==> src/rtl/fpfa_pkg.sv <==
// Shared types, codes and sizing for the fixed-partition fit allocator.
// Used by fpfa_table, fpfa_scan, the top level and the checker; no dependencies.
package fpfa_pkg;

    // Table sizing
    localparam int MAX_PARTITIONS = 16;
    localparam int IDX_W  = (MAX_PARTITIONS > 1) ? $clog2(MAX_PARTITIONS) : 1;
    localparam int CNT_W  = $clog2(MAX_PARTITIONS + 1);
    localparam int SIZE_W = 16;
    localparam int LBL_W  = 16;
    localparam int SLOT_W = 4;

    // Request kinds
    localparam logic [1:0] REQ_CLEAR  = 2'd0;
    localparam logic [1:0] REQ_APPEND = 2'd1;
    localparam logic [1:0] REQ_ALLOC  = 2'd2;

    // Result status codes
    localparam logic [1:0] ST_DONE  = 2'd0;
    localparam logic [1:0] ST_ALLOC = 2'd1;
    localparam logic [1:0] ST_NOFIT = 2'd2;
    localparam logic [1:0] ST_FULL  = 2'd3;

    // Placement policies (any other code acts as first fit)
    localparam logic [1:0] POL_FIRST = 2'd0;
    localparam logic [1:0] POL_BEST  = 2'd1;
    localparam logic [1:0] POL_WORST = 2'd2;

    // Register map (word index)
    localparam logic REG_FIT_POLICY = 1'b0;

    // Commands into the partition table
    typedef struct packed {
        logic              clear;
        logic              append;
        logic [SIZE_W-1:0] size;
        logic [LBL_W-1:0]  label;
        logic              mark;
        logic [IDX_W-1:0]  mark_idx;
        logic [IDX_W-1:0]  rd_addr;
    } t_tbl_cmd;

    // Registered read data and status from the partition table
    typedef struct packed {
        logic [SIZE_W-1:0] rd_size;
        logic [LBL_W-1:0]  rd_label;
        logic              rd_in_use;
        logic [IDX_W-1:0]  rd_idx;
        logic [CNT_W-1:0]  count;
        logic              full;
    } t_tbl_rsp;

    // Outcome of one allocation scan
    typedef struct packed {
        logic              done;
        logic              found;
        logic [IDX_W-1:0]  pick;
        logic [LBL_W-1:0]  label;
    } t_scan_res;

endpackage

==> src/rtl/fpfa_table.sv <==
// Partition table: size/label memory with one registered read port,
// in-use marks and the fill count. Depends on fpfa_pkg.
module fpfa_table (
    input  logic               i_clk,
    input  logic               i_rst_n,
    input  fpfa_pkg::t_tbl_cmd i_cmd,
    output fpfa_pkg::t_tbl_rsp o_rsp
);

    logic [fpfa_pkg::LBL_W+fpfa_pkg::SIZE_W-1:0] mem [fpfa_pkg::MAX_PARTITIONS];
    logic [fpfa_pkg::LBL_W+fpfa_pkg::SIZE_W-1:0] r_rd_data;
    logic [fpfa_pkg::IDX_W-1:0]                  r_rd_idx;
    logic [fpfa_pkg::MAX_PARTITIONS-1:0]         r_in_use;
    logic [fpfa_pkg::CNT_W-1:0]                  r_count;
    logic [fpfa_pkg::IDX_W-1:0]                  wr_idx;

    assign wr_idx = r_count[fpfa_pkg::IDX_W-1:0];

    // Write appended entries, read one entry per cycle
    always_ff @(posedge i_clk) begin
        if (i_cmd.append) begin
            mem[wr_idx] <= {i_cmd.label, i_cmd.size};
        end
        r_rd_data <= mem[i_cmd.rd_addr];
        r_rd_idx  <= i_cmd.rd_addr;
    end

    // Track fill count and in-use marks
    always_ff @(posedge i_clk) begin
        if (!i_rst_n) begin
            r_count  <= '0;
            r_in_use <= '0;
        end else if (i_cmd.clear) begin
            r_count  <= '0;
            r_in_use <= '0;
        end else begin
            if (i_cmd.append) begin
                r_count          <= r_count + fpfa_pkg::CNT_W'(1);
                r_in_use[wr_idx] <= 1'b0;
            end
            if (i_cmd.mark) begin
                r_in_use[i_cmd.mark_idx] <= 1'b1;
            end
        end
    end

    assign o_rsp.rd_size   = r_rd_data[fpfa_pkg::SIZE_W-1:0];
    assign o_rsp.rd_label  = r_rd_data[fpfa_pkg::LBL_W+fpfa_pkg::SIZE_W-1:fpfa_pkg::SIZE_W];
    assign o_rsp.rd_in_use = r_in_use[r_rd_idx];
    assign o_rsp.rd_idx    = r_rd_idx;
    assign o_rsp.count     = r_count;
    assign o_rsp.full      = (r_count == fpfa_pkg::CNT_W'(fpfa_pkg::MAX_PARTITIONS));

endmodule

==> src/rtl/fpfa_scan.sv <==
// Allocation scan: walks the table one entry per cycle through a single
// compare unit and keeps the running pick. Depends on fpfa_pkg.
module fpfa_scan (
    input  logic                          i_clk,
    input  logic                          i_rst_n,
    input  logic                          i_start,
    input  logic [fpfa_pkg::SIZE_W-1:0]   i_size,
    input  logic [1:0]                    i_policy,
    input  fpfa_pkg::t_tbl_rsp            i_rsp,
    output logic [fpfa_pkg::IDX_W-1:0]    o_rd_addr,
    output fpfa_pkg::t_scan_res           o_res
);

    logic                          r_issue;
    logic [fpfa_pkg::IDX_W-1:0]    r_idx;
    logic                          r_vld;
    logic                          r_last;
    logic                          r_done;
    logic                          r_found;
    logic [fpfa_pkg::IDX_W-1:0]    r_pick;
    logic [fpfa_pkg::SIZE_W-1:0]   r_best;
    logic [fpfa_pkg::LBL_W-1:0]    r_label;
    logic [fpfa_pkg::SIZE_W-1:0]   r_size;
    logic [1:0]                    r_policy;
    logic                          issue_last;
    logic                          fits;
    logic                          better;
    logic                          take;

    // Last entry to read is count-1
    assign issue_last = ((fpfa_pkg::CNT_W'(r_idx) + fpfa_pkg::CNT_W'(1)) == i_rsp.count);
    assign o_rd_addr  = r_idx;

    // Shared compare unit: fit test and policy ordering against the running pick
    always_comb begin
        fits = !i_rsp.rd_in_use && (i_rsp.rd_size >= r_size);
        case (r_policy)
            fpfa_pkg::POL_BEST:  better = !r_found || (i_rsp.rd_size < r_best);
            fpfa_pkg::POL_WORST: better = !r_found || (i_rsp.rd_size > r_best);
            default:             better = !r_found;
        endcase
        take = r_vld && fits && better;
    end

    // Sequence reads and track the pick
    always_ff @(posedge i_clk) begin
        if (!i_rst_n) begin
            r_issue <= 1'b0;
            r_idx   <= '0;
            r_vld   <= 1'b0;
            r_last  <= 1'b0;
            r_done  <= 1'b0;
            r_found <= 1'b0;
        end else begin
            r_vld  <= r_issue;
            r_last <= r_issue && issue_last;
            r_done <= r_vld && r_last;
            if (i_start) begin
                r_issue <= 1'b1;
                r_idx   <= '0;
                r_found <= 1'b0;
            end else begin
                if (r_issue) begin
                    if (issue_last) begin
                        r_issue <= 1'b0;
                    end else begin
                        r_idx <= r_idx + fpfa_pkg::IDX_W'(1);
                    end
                end
                if (take) begin
                    r_found <= 1'b1;
                end
            end
        end
    end

    // Latch request and pick payload
    always_ff @(posedge i_clk) begin
        if (i_start) begin
            r_size   <= i_size;
            r_policy <= i_policy;
        end
        if (take) begin
            r_pick  <= i_rsp.rd_idx;
            r_best  <= i_rsp.rd_size;
            r_label <= i_rsp.rd_label;
        end
    end

    assign o_res.done  = r_done;
    assign o_res.found = r_found;
    assign o_res.pick  = r_pick;
    assign o_res.label = r_label;

endmodule

==> src/rtl/fixed_partition_fit_allocator.sv <==
// Top level of the fixed-partition fit allocator: request intake, APB policy
// register, result register. Depends on fpfa_pkg, fpfa_table, fpfa_scan.
//
// Usage:
//   Requests enter on the s_axis channel: tuser carries the request kind
//   (clear, append, allocate), tdata the size and the label. Results leave on
//   m_axis: tuser carries the status, tdata the granted label and slot.
//   The placement policy (first, best, worst fit) is written over APB at
//   address 0 while the block is idle.
//   Clear, append and unused kinds need no scan: the result shows on
//   m_axis the cycle after the request is taken.
//   An allocation reads the table one entry per cycle through a single
//   compare unit; its outcome then passes through the commit state into
//   the result register. An empty table answers like a clear, without a scan.
//   s_axis_tready is low while a scan runs.
//   Reset empties the table, clears all in-use marks and selects first fit.
//   When the receiver stalls, the result holds in the output register; a new
//   request is taken only when that register is free or being emptied.
module fixed_partition_fit_allocator (
    input  logic        i_clk,
    input  logic        i_rst_n,
    // Request channel
    input  logic        s_axis_tvalid,
    output logic        s_axis_tready,
    input  logic [31:0] s_axis_tdata,   // [15:0] size_value, [31:16] block_label
    input  logic [1:0]  s_axis_tuser,   // [1:0] req_type
    // Result channel
    output logic        m_axis_tvalid,
    input  logic        m_axis_tready,
    output logic [23:0] m_axis_tdata,   // [15:0] granted_label, [19:16] granted_slot
    output logic [1:0]  m_axis_tuser,   // [1:0] status
    // Configuration
    input  logic        psel,
    input  logic        penable,
    input  logic        pwrite,
    input  logic [2:0]  paddr,
    input  logic [31:0] pwdata,
    output logic [31:0] prdata,
    output logic        pready
);

    localparam logic [1:0] S_IDLE   = 2'd0;
    localparam logic [1:0] S_SCAN   = 2'd1;
    localparam logic [1:0] S_COMMIT = 2'd2;

    logic [1:0]                    r_state;
    logic [1:0]                    n_state;
    logic [1:0]                    r_policy;
    logic                          r_out_vld;
    logic                          n_out_vld;
    logic [1:0]                    r_out_status;
    logic [1:0]                    n_out_status;
    logic [fpfa_pkg::LBL_W-1:0]    r_out_label;
    logic [fpfa_pkg::LBL_W-1:0]    n_out_label;
    logic [fpfa_pkg::SLOT_W-1:0]   r_out_slot;
    logic [fpfa_pkg::SLOT_W-1:0]   n_out_slot;
    logic                          out_free;
    logic                          in_take;
    logic                          load;
    logic                          scan_start;
    fpfa_pkg::t_tbl_cmd            tbl_cmd;
    fpfa_pkg::t_tbl_rsp            tbl_rsp;
    fpfa_pkg::t_scan_res           scan_res;
    logic [fpfa_pkg::IDX_W-1:0]    scan_addr;

    // Configuration port
    assign pready = 1'b1;
    assign prdata = (paddr[2] == fpfa_pkg::REG_FIT_POLICY) ? {30'd0, r_policy} : 32'd0;

    always_ff @(posedge i_clk) begin
        if (!i_rst_n) begin
            r_policy <= fpfa_pkg::POL_FIRST;
        end else if (psel && penable && pwrite && pready
                     && (paddr[2] == fpfa_pkg::REG_FIT_POLICY)) begin
            r_policy <= pwdata[1:0];
        end
    end

    // Handshake
    assign out_free      = !r_out_vld || m_axis_tready;
    assign s_axis_tready = (r_state == S_IDLE) && out_free;
    assign in_take       = s_axis_tvalid && s_axis_tready;

    // Dispatch requests, commit scan outcomes
    always_comb begin
        n_state       = r_state;
        load          = 1'b0;
        scan_start    = 1'b0;
        n_out_status  = fpfa_pkg::ST_DONE;
        n_out_label   = '0;
        n_out_slot    = '0;
        tbl_cmd.clear    = 1'b0;
        tbl_cmd.append   = 1'b0;
        tbl_cmd.size     = s_axis_tdata[15:0];
        tbl_cmd.label    = s_axis_tdata[31:16];
        tbl_cmd.mark     = 1'b0;
        tbl_cmd.mark_idx = scan_res.pick;
        tbl_cmd.rd_addr  = scan_addr;
        case (r_state)
            S_IDLE: begin
                if (in_take) begin
                    case (s_axis_tuser)
                        fpfa_pkg::REQ_CLEAR: begin
                            tbl_cmd.clear = 1'b1;
                            load          = 1'b1;
                        end
                        fpfa_pkg::REQ_APPEND: begin
                            load = 1'b1;
                            if (tbl_rsp.full) begin
                                n_out_status = fpfa_pkg::ST_FULL;
                            end else begin
                                tbl_cmd.append = 1'b1;
                            end
                        end
                        fpfa_pkg::REQ_ALLOC: begin
                            if (tbl_rsp.count == '0) begin
                                load         = 1'b1;
                                n_out_status = fpfa_pkg::ST_NOFIT;
                            end else begin
                                scan_start = 1'b1;
                                n_state    = S_SCAN;
                            end
                        end
                        default: begin
                            load = 1'b1;
                        end
                    endcase
                end
            end
            S_SCAN: begin
                if (scan_res.done) begin
                    n_state = S_COMMIT;
                end
            end
            S_COMMIT: begin
                if (out_free) begin
                    load    = 1'b1;
                    n_state = S_IDLE;
                    if (scan_res.found) begin
                        tbl_cmd.mark = 1'b1;
                        n_out_status = fpfa_pkg::ST_ALLOC;
                        n_out_label  = scan_res.label;
                        n_out_slot   = fpfa_pkg::SLOT_W'(scan_res.pick);
                    end else begin
                        n_out_status = fpfa_pkg::ST_NOFIT;
                    end
                end
            end
            default: begin
                n_state = S_IDLE;
            end
        endcase
        if (load) begin
            n_out_vld = 1'b1;
        end else if (m_axis_tready) begin
            n_out_vld = 1'b0;
        end else begin
            n_out_vld = r_out_vld;
        end
    end

    always_ff @(posedge i_clk) begin
        if (!i_rst_n) begin
            r_state   <= S_IDLE;
            r_out_vld <= 1'b0;
        end else begin
            r_state   <= n_state;
            r_out_vld <= n_out_vld;
        end
    end

    // Hold result payload until loaded again
    always_ff @(posedge i_clk) begin
        if (load) begin
            r_out_status <= n_out_status;
            r_out_label  <= n_out_label;
            r_out_slot   <= n_out_slot;
        end
    end

    assign m_axis_tvalid = r_out_vld;
    assign m_axis_tuser  = r_out_status;
    assign m_axis_tdata  = {4'd0, r_out_slot, r_out_label};

    fpfa_table u_table (
        .i_clk   (i_clk),
        .i_rst_n (i_rst_n),
        .i_cmd   (tbl_cmd),
        .o_rsp   (tbl_rsp)
    );

    fpfa_scan u_scan (
        .i_clk     (i_clk),
        .i_rst_n   (i_rst_n),
        .i_start   (scan_start),
        .i_size    (s_axis_tdata[15:0]),
        .i_policy  (r_policy),
        .i_rsp     (tbl_rsp),
        .o_rd_addr (scan_addr),
        .o_res     (scan_res)
    );

endmodule

==> config.mk <==
export PLATFORM = sky130hd
export DESIGN_NAME = fixed_partition_fit_allocator
export DESIGN_NICKNAME = d
export VERILOG_FILES = /design/src/rtl/fpfa_pkg.sv /design/src/rtl/fpfa_table.sv /design/src/rtl/fpfa_scan.sv /design/src/rtl/fixed_partition_fit_allocator.sv
export SDC_FILE = /design/constraint.sdc
export NUM_CORES = 1
export LEC_CHECK = 0
export BUFFER_PORTS_ARGS = -buffer_cell sky130_fd_sc_hd__buf_2
export CAP_MARGIN = 10
export CORE_UTILIZATION = 55
export DETAILED_ROUTE_END_ITERATION = 16
export PLACE_DENSITY = 0.73
export SYNTH_ARGS = -nofsm -noshare
export SYNTH_HDL_FRONTEND = slang
export SYNTH_SLANG_ARGS = --single-unit
export TNS_END_PERCENT = 10
==> constraint.sdc <==
create_clock -name i_clk -period 4.3 [get_ports i_clk]
set_clock_uncertainty 0.1 [all_clocks]
set_input_delay 0.215 -clock i_clk [delete_from_list [all_inputs] [get_ports i_clk]]
set_output_delay 0.215 -clock i_clk [all_outputs]
set_load 0.01 [all_outputs]
==> run_summary.xml <==
<?xml version="1.0" encoding="UTF-8"?>
<metrics>
  <group name="placement">
    <metric name="hpwlAfterDp" unit="um">27260</metric>
    <metric name="io_buffers" unit="">69</metric>
    <metric name="cell_count_after_placement" unit="">1865</metric>
    <metric name="gp_routability_congestion" unit="">0.8252</metric>
    <metric name="placed_cell_area" unit="mm^2">0.02631</metric>
  </group>
  <group name="cells_and_area">
    <metric name="final_layout_size_suffix_gt1_share" unit="%">25.93</metric>
    <metric name="layout.cells.most_common_list" unit="">edfxtp_1, mux4_2, buf_2</metric>
    <metric name="layout.cells.most_common" unit="">edfxtp_1</metric>
    <metric name="area_growth_syn_to_layout" unit="%">13.54</metric>
    <metric name="utilization" unit="%">63.22</metric>
    <metric name="instances_no_fill" unit="">2020</metric>
    <metric name="num-nets-final" unit="">1486</metric>
    <metric name="post-route-cell-area" unit="mm^2">0.02869</metric>
  </group>
  <group name="cts">
    <metric name="cts_sinks" unit="">659</metric>
    <metric name="worstSkewPairLatency" unit="ps">620</metric>
    <metric name="cts.clk_slew.worst_paths" unit="ps">60</metric>
    <metric name="tritoncts" unit="">built</metric>
    <metric name="cts_htree_levels" unit="">2</metric>
    <metric name="clock_tree_buffer_depth" unit="">3</metric>
    <metric name="cts.root.buffer_cell" unit="">clkbuf_16</metric>
    <metric name="tritoncts_buffers" unit="">61</metric>
    <metric name="post_cts_resize_count" unit="">0</metric>
  </group>
  <group name="power">
    <metric name="peakVddDrop" unit="mV">0.3926</metric>
    <metric name="finalPower" unit="mW">12.56</metric>
    <metric name="total_leakage_power" unit="nW">9.477</metric>
    <metric name="power-per-cell-area" unit="mW/mm^2">437.8</metric>
  </group>
  <group name="synthesis">
    <metric name="synth_async_sr_flop_share" unit="%">0</metric>
    <metric name="synth_seq_cells" unit="">659</metric>
    <metric name="postSynthAreaPerCell" unit="um^2">20.76</metric>
    <metric name="yosys_warnings" unit="">0</metric>
    <metric name="yosysSeqAreaShare" unit="%">75.51</metric>
    <metric name="post_synth_inst_count" unit="">1217</metric>
    <metric name="yosys_most_used_dff" unit="">edfxtp_1</metric>
    <metric name="synth_largest_area_cell" unit="">edfxtp_1</metric>
    <metric name="synth_edf_count" unit="">588</metric>
    <metric name="yosysTopAreaCellShare" unit="%">69.88</metric>
    <metric name="yosys.cell_types.count" unit="">45</metric>
    <metric name="synth_area_leaders" unit="">edfxtp_1, mux4_2, dfxtp_1, ha_1, buf_4</metric>
    <metric name="syn-cell-area" unit="mm^2">0.02527</metric>
  </group>
  <group name="sta">
    <metric name="worst_margin_slew" unit="ps">1137</metric>
    <metric name="final.period_utilization" unit="%">71.79</metric>
    <metric name="timing.max_slew.rel_slack" unit="%">24.09</metric>
    <metric name="fmax" unit="GHz">0.3240</metric>
    <metric name="final.setup.tns" unit="ps">0</metric>
    <metric name="setup_repair_after_global_routing_missed_its_margin" unit="">no</metric>
    <metric name="report.final.slew_viol_count" unit="">0</metric>
    <metric name="setup_violations_final" unit="">0</metric>
    <metric name="fin_crit" unit="ps">3087</metric>
    <metric name="final_hold_viol_count" unit="">0</metric>
  </group>
  <group name="global_route">
    <metric name="track_usage" unit="%">22.37</metric>
    <metric name="grt_pass1_wl" unit="um">76510</metric>
    <metric name="grt_antenna_before_repair" unit="">1</metric>
    <metric name="grt_start_max_net_pins" unit="">130</metric>
    <metric name="grt_total_ovfl" unit="">0</metric>
    <metric name="first_global_vias" unit="">12244</metric>
  </group>
  <group name="worst_hold_path">
    <metric name="hp-class" unit="">input port to flop</metric>
    <metric name="hold_start" unit="">s_axis_tvalid</metric>
    <metric name="timing.hold.worst_path_depth" unit="">4</metric>
    <metric name="hold_path_end" unit="">m_axis_tuser[1]</metric>
  </group>
  <group name="critical_path">
    <metric name="path_class" unit="">flop to flop</metric>
    <metric name="critPathArrivalTime" unit="ps">3280</metric>
    <metric name="required" unit="ps">4490</metric>
    <metric name="timing.rr.end" unit="">u_scan.r_pick[1]</metric>
    <metric name="reg2reg_from" unit="">u_table.r_rd_data[14]</metric>
    <metric name="cp-start-kind" unit="">flop</metric>
    <metric name="worst-path-max-fanout" unit="">28</metric>
    <metric name="critPathMaxStageDelay" unit="ps">630</metric>
    <metric name="cp-end-kind" unit="">flop</metric>
    <metric name="worst_r2r_path_depth" unit="">7</metric>
    <metric name="timing.critical_path.slowest_stage_cell" unit="">nor4_1</metric>
    <metric name="regToRegSetupSlack" unit="ps">1210</metric>
    <metric name="chain_of_cells_forming_the_critical_path" unit="">ha_1 -&gt; nand4_1 -&gt; nor4_1 -&gt; a221o_1 -&gt; o21ai_0 -&gt; a21oi_4 -&gt; buf_12</metric>
  </group>
  <group name="status">
    <metric name="failing_checks" unit="">DRC</metric>
    <metric name="outcome" unit="">complete, but fails checks</metric>
  </group>
  <group name="drt">
    <metric name="post_drt_via_cell_ratio" unit="">5.890</metric>
    <metric name="drc" unit="">1</metric>
    <metric name="dr.first_iter.drc_count" unit="">1060</metric>
    <metric name="vias" unit="">11897</metric>
    <metric name="drt_first_pass_iters" unit="">11</metric>
    <metric name="drtAntennaViolNets" unit="">0</metric>
    <metric name="wl_per_cell" unit="um">25.17</metric>
    <metric name="finalWirelength" unit="um">50850</metric>
  </group>
  <group name="run">
    <metric name="drv_cap" unit="">0</metric>
  </group>
  <group name="floorplan">
    <metric name="fp.dieW" unit="um">216.3</metric>
    <metric name="die-area" unit="mm^2">0.04680</metric>
    <metric name="chipHeight" unit="um">216.3</metric>
    <metric name="fp.coreArea" unit="mm^2">0.04538</metric>
    <metric name="io-pin-count" unit="">137</metric>
    <metric name="start_util" unit="%">55.68</metric>
    <metric name="std_cell_rows" unit="">78</metric>
  </group>
</metrics>
[per-layer routing]
| metal | vias up | GRT usage (%) | wire, um |
|---|---|---|---|
| met4 | 0 | 6.784 | 1084 |
| met1 | 6258 | 31.20 | 21290 |
| li1 | 5123 | - | - |
| met5 | - | 0 | 0 |
| met3 | 85 | 3.523 | 2923 |
| met2 | 431 | 36.83 | 25550 |
[power by group]
part	internal (mW)	leakage, nW	total [mW]	switching [mW]
Sequential	7.00	5.90	7.02	0.0176
Clock	3.04	0.966	5.27	2.23
Combinational	0.106	2.61	0.277	0.171
[final cells by class]
| cell class | count | area [um^2] |
|---|---|---|
| well taps | 600 | 750.7 |
| diodes | 1 | 2.502 |
| inverters | 61 | 229.0 |
| multi-input cells | 452 | 5632 |
| fillers | 3035 | 16690 |
| clock buffers | 90 | 1745 |
| flip-flops and latches | 659 | 19090 |
| clock inverters | 23 | 217.7 |
| repair buffers | 134 | 1023 |
[per-stage QoR]
step / hold slack, ps / setup slack [ps]
2_1_floorplan: 213.9 / 298.4
3_3_place_gp: 287.6 / 1265
3_5_place_dp: 288.7 / 1266
4_1_cts: 58.08 / 1249
5_1_grt: 94.91 / 1067
6_report: 87.00 / 1213
[cells in the mapped netlist (all sizes together) (7+ instances only)]
cell and count:
o21ai 10, nand4 7, nand3 7, a21oi 20, edfxtp 588, a22oi 11, and2 22, ha 41
mux4 165, clkbuf 24, nor2b 9, nor2 36, inv 61, xnor2 10, nand2 30, buf 54
dfxtp 71
[cells by family after synthesis]
kind of cell	synth area share, %
simple gates	2.709
mux	14.93
xor+xnor	0.4853
fa+ha+maj	2.030
buf+inv	2.773
compound gates	1.535
other cells	0.02972
flops	75.51
[worst max-delay path, delay by kind of cell (launching register included)]
kind / cells / cell delay (ps)
adder cells (fa/ha/maj): 1 / 340
buffers and inverters: 1 / 290
AO/OA/AOI/OAI: 3 / 860
flip-flops: 1 / 340
AND/OR/NAND/NOR: 2 / 810
[worst max path at each step]
stage / slack, ps / from / end / cells past startpoint
5_1_grt: 1070 / r_state[1] / u_table.mem[6][6] / 5
6_report: 1210 / u_table.r_rd_data[14] / u_scan.r_pick[1] / 7
3_3_place_gp: 1270 / u_table.r_rd_idx[0] / u_scan.r_label[8] / 5
3_5_place_dp: 1270 / u_table.r_rd_idx[0] / u_scan.r_pick[1] / 5
2_1_floorplan: 300 / u_table.r_rd_idx[0] / u_scan.r_best[0] / 4
4_1_cts: 1250 / u_table.r_rd_data[9] / u_scan.r_pick[1] / 8
[registers in the layout, indices dropped and copies added (netlist names), 4 cells and up]
signal             cells
u_scan.r_size         16
u_scan.r_pick          4
r_out_slot             4
u_table.r_in_use      16
u_table.r_count        5
u_table.r_rd_idx       4
u_table.r_rd_data     32
u_scan.o_rd_addr       4
u_table.mem          512
r_out_label           16
u_scan.r_label        16
u_scan.r_best         16
[timing repair]
| action | CTS | global route |
|---|---|---|
| setup endpoints to repair | 0 | 0 |
| buffers inserted | 0 | 0 |
| hold buffers | 41 | 0 |
| hold endpoints to repair | 542 | 0 |
Power figures use the tool's default switching activity.
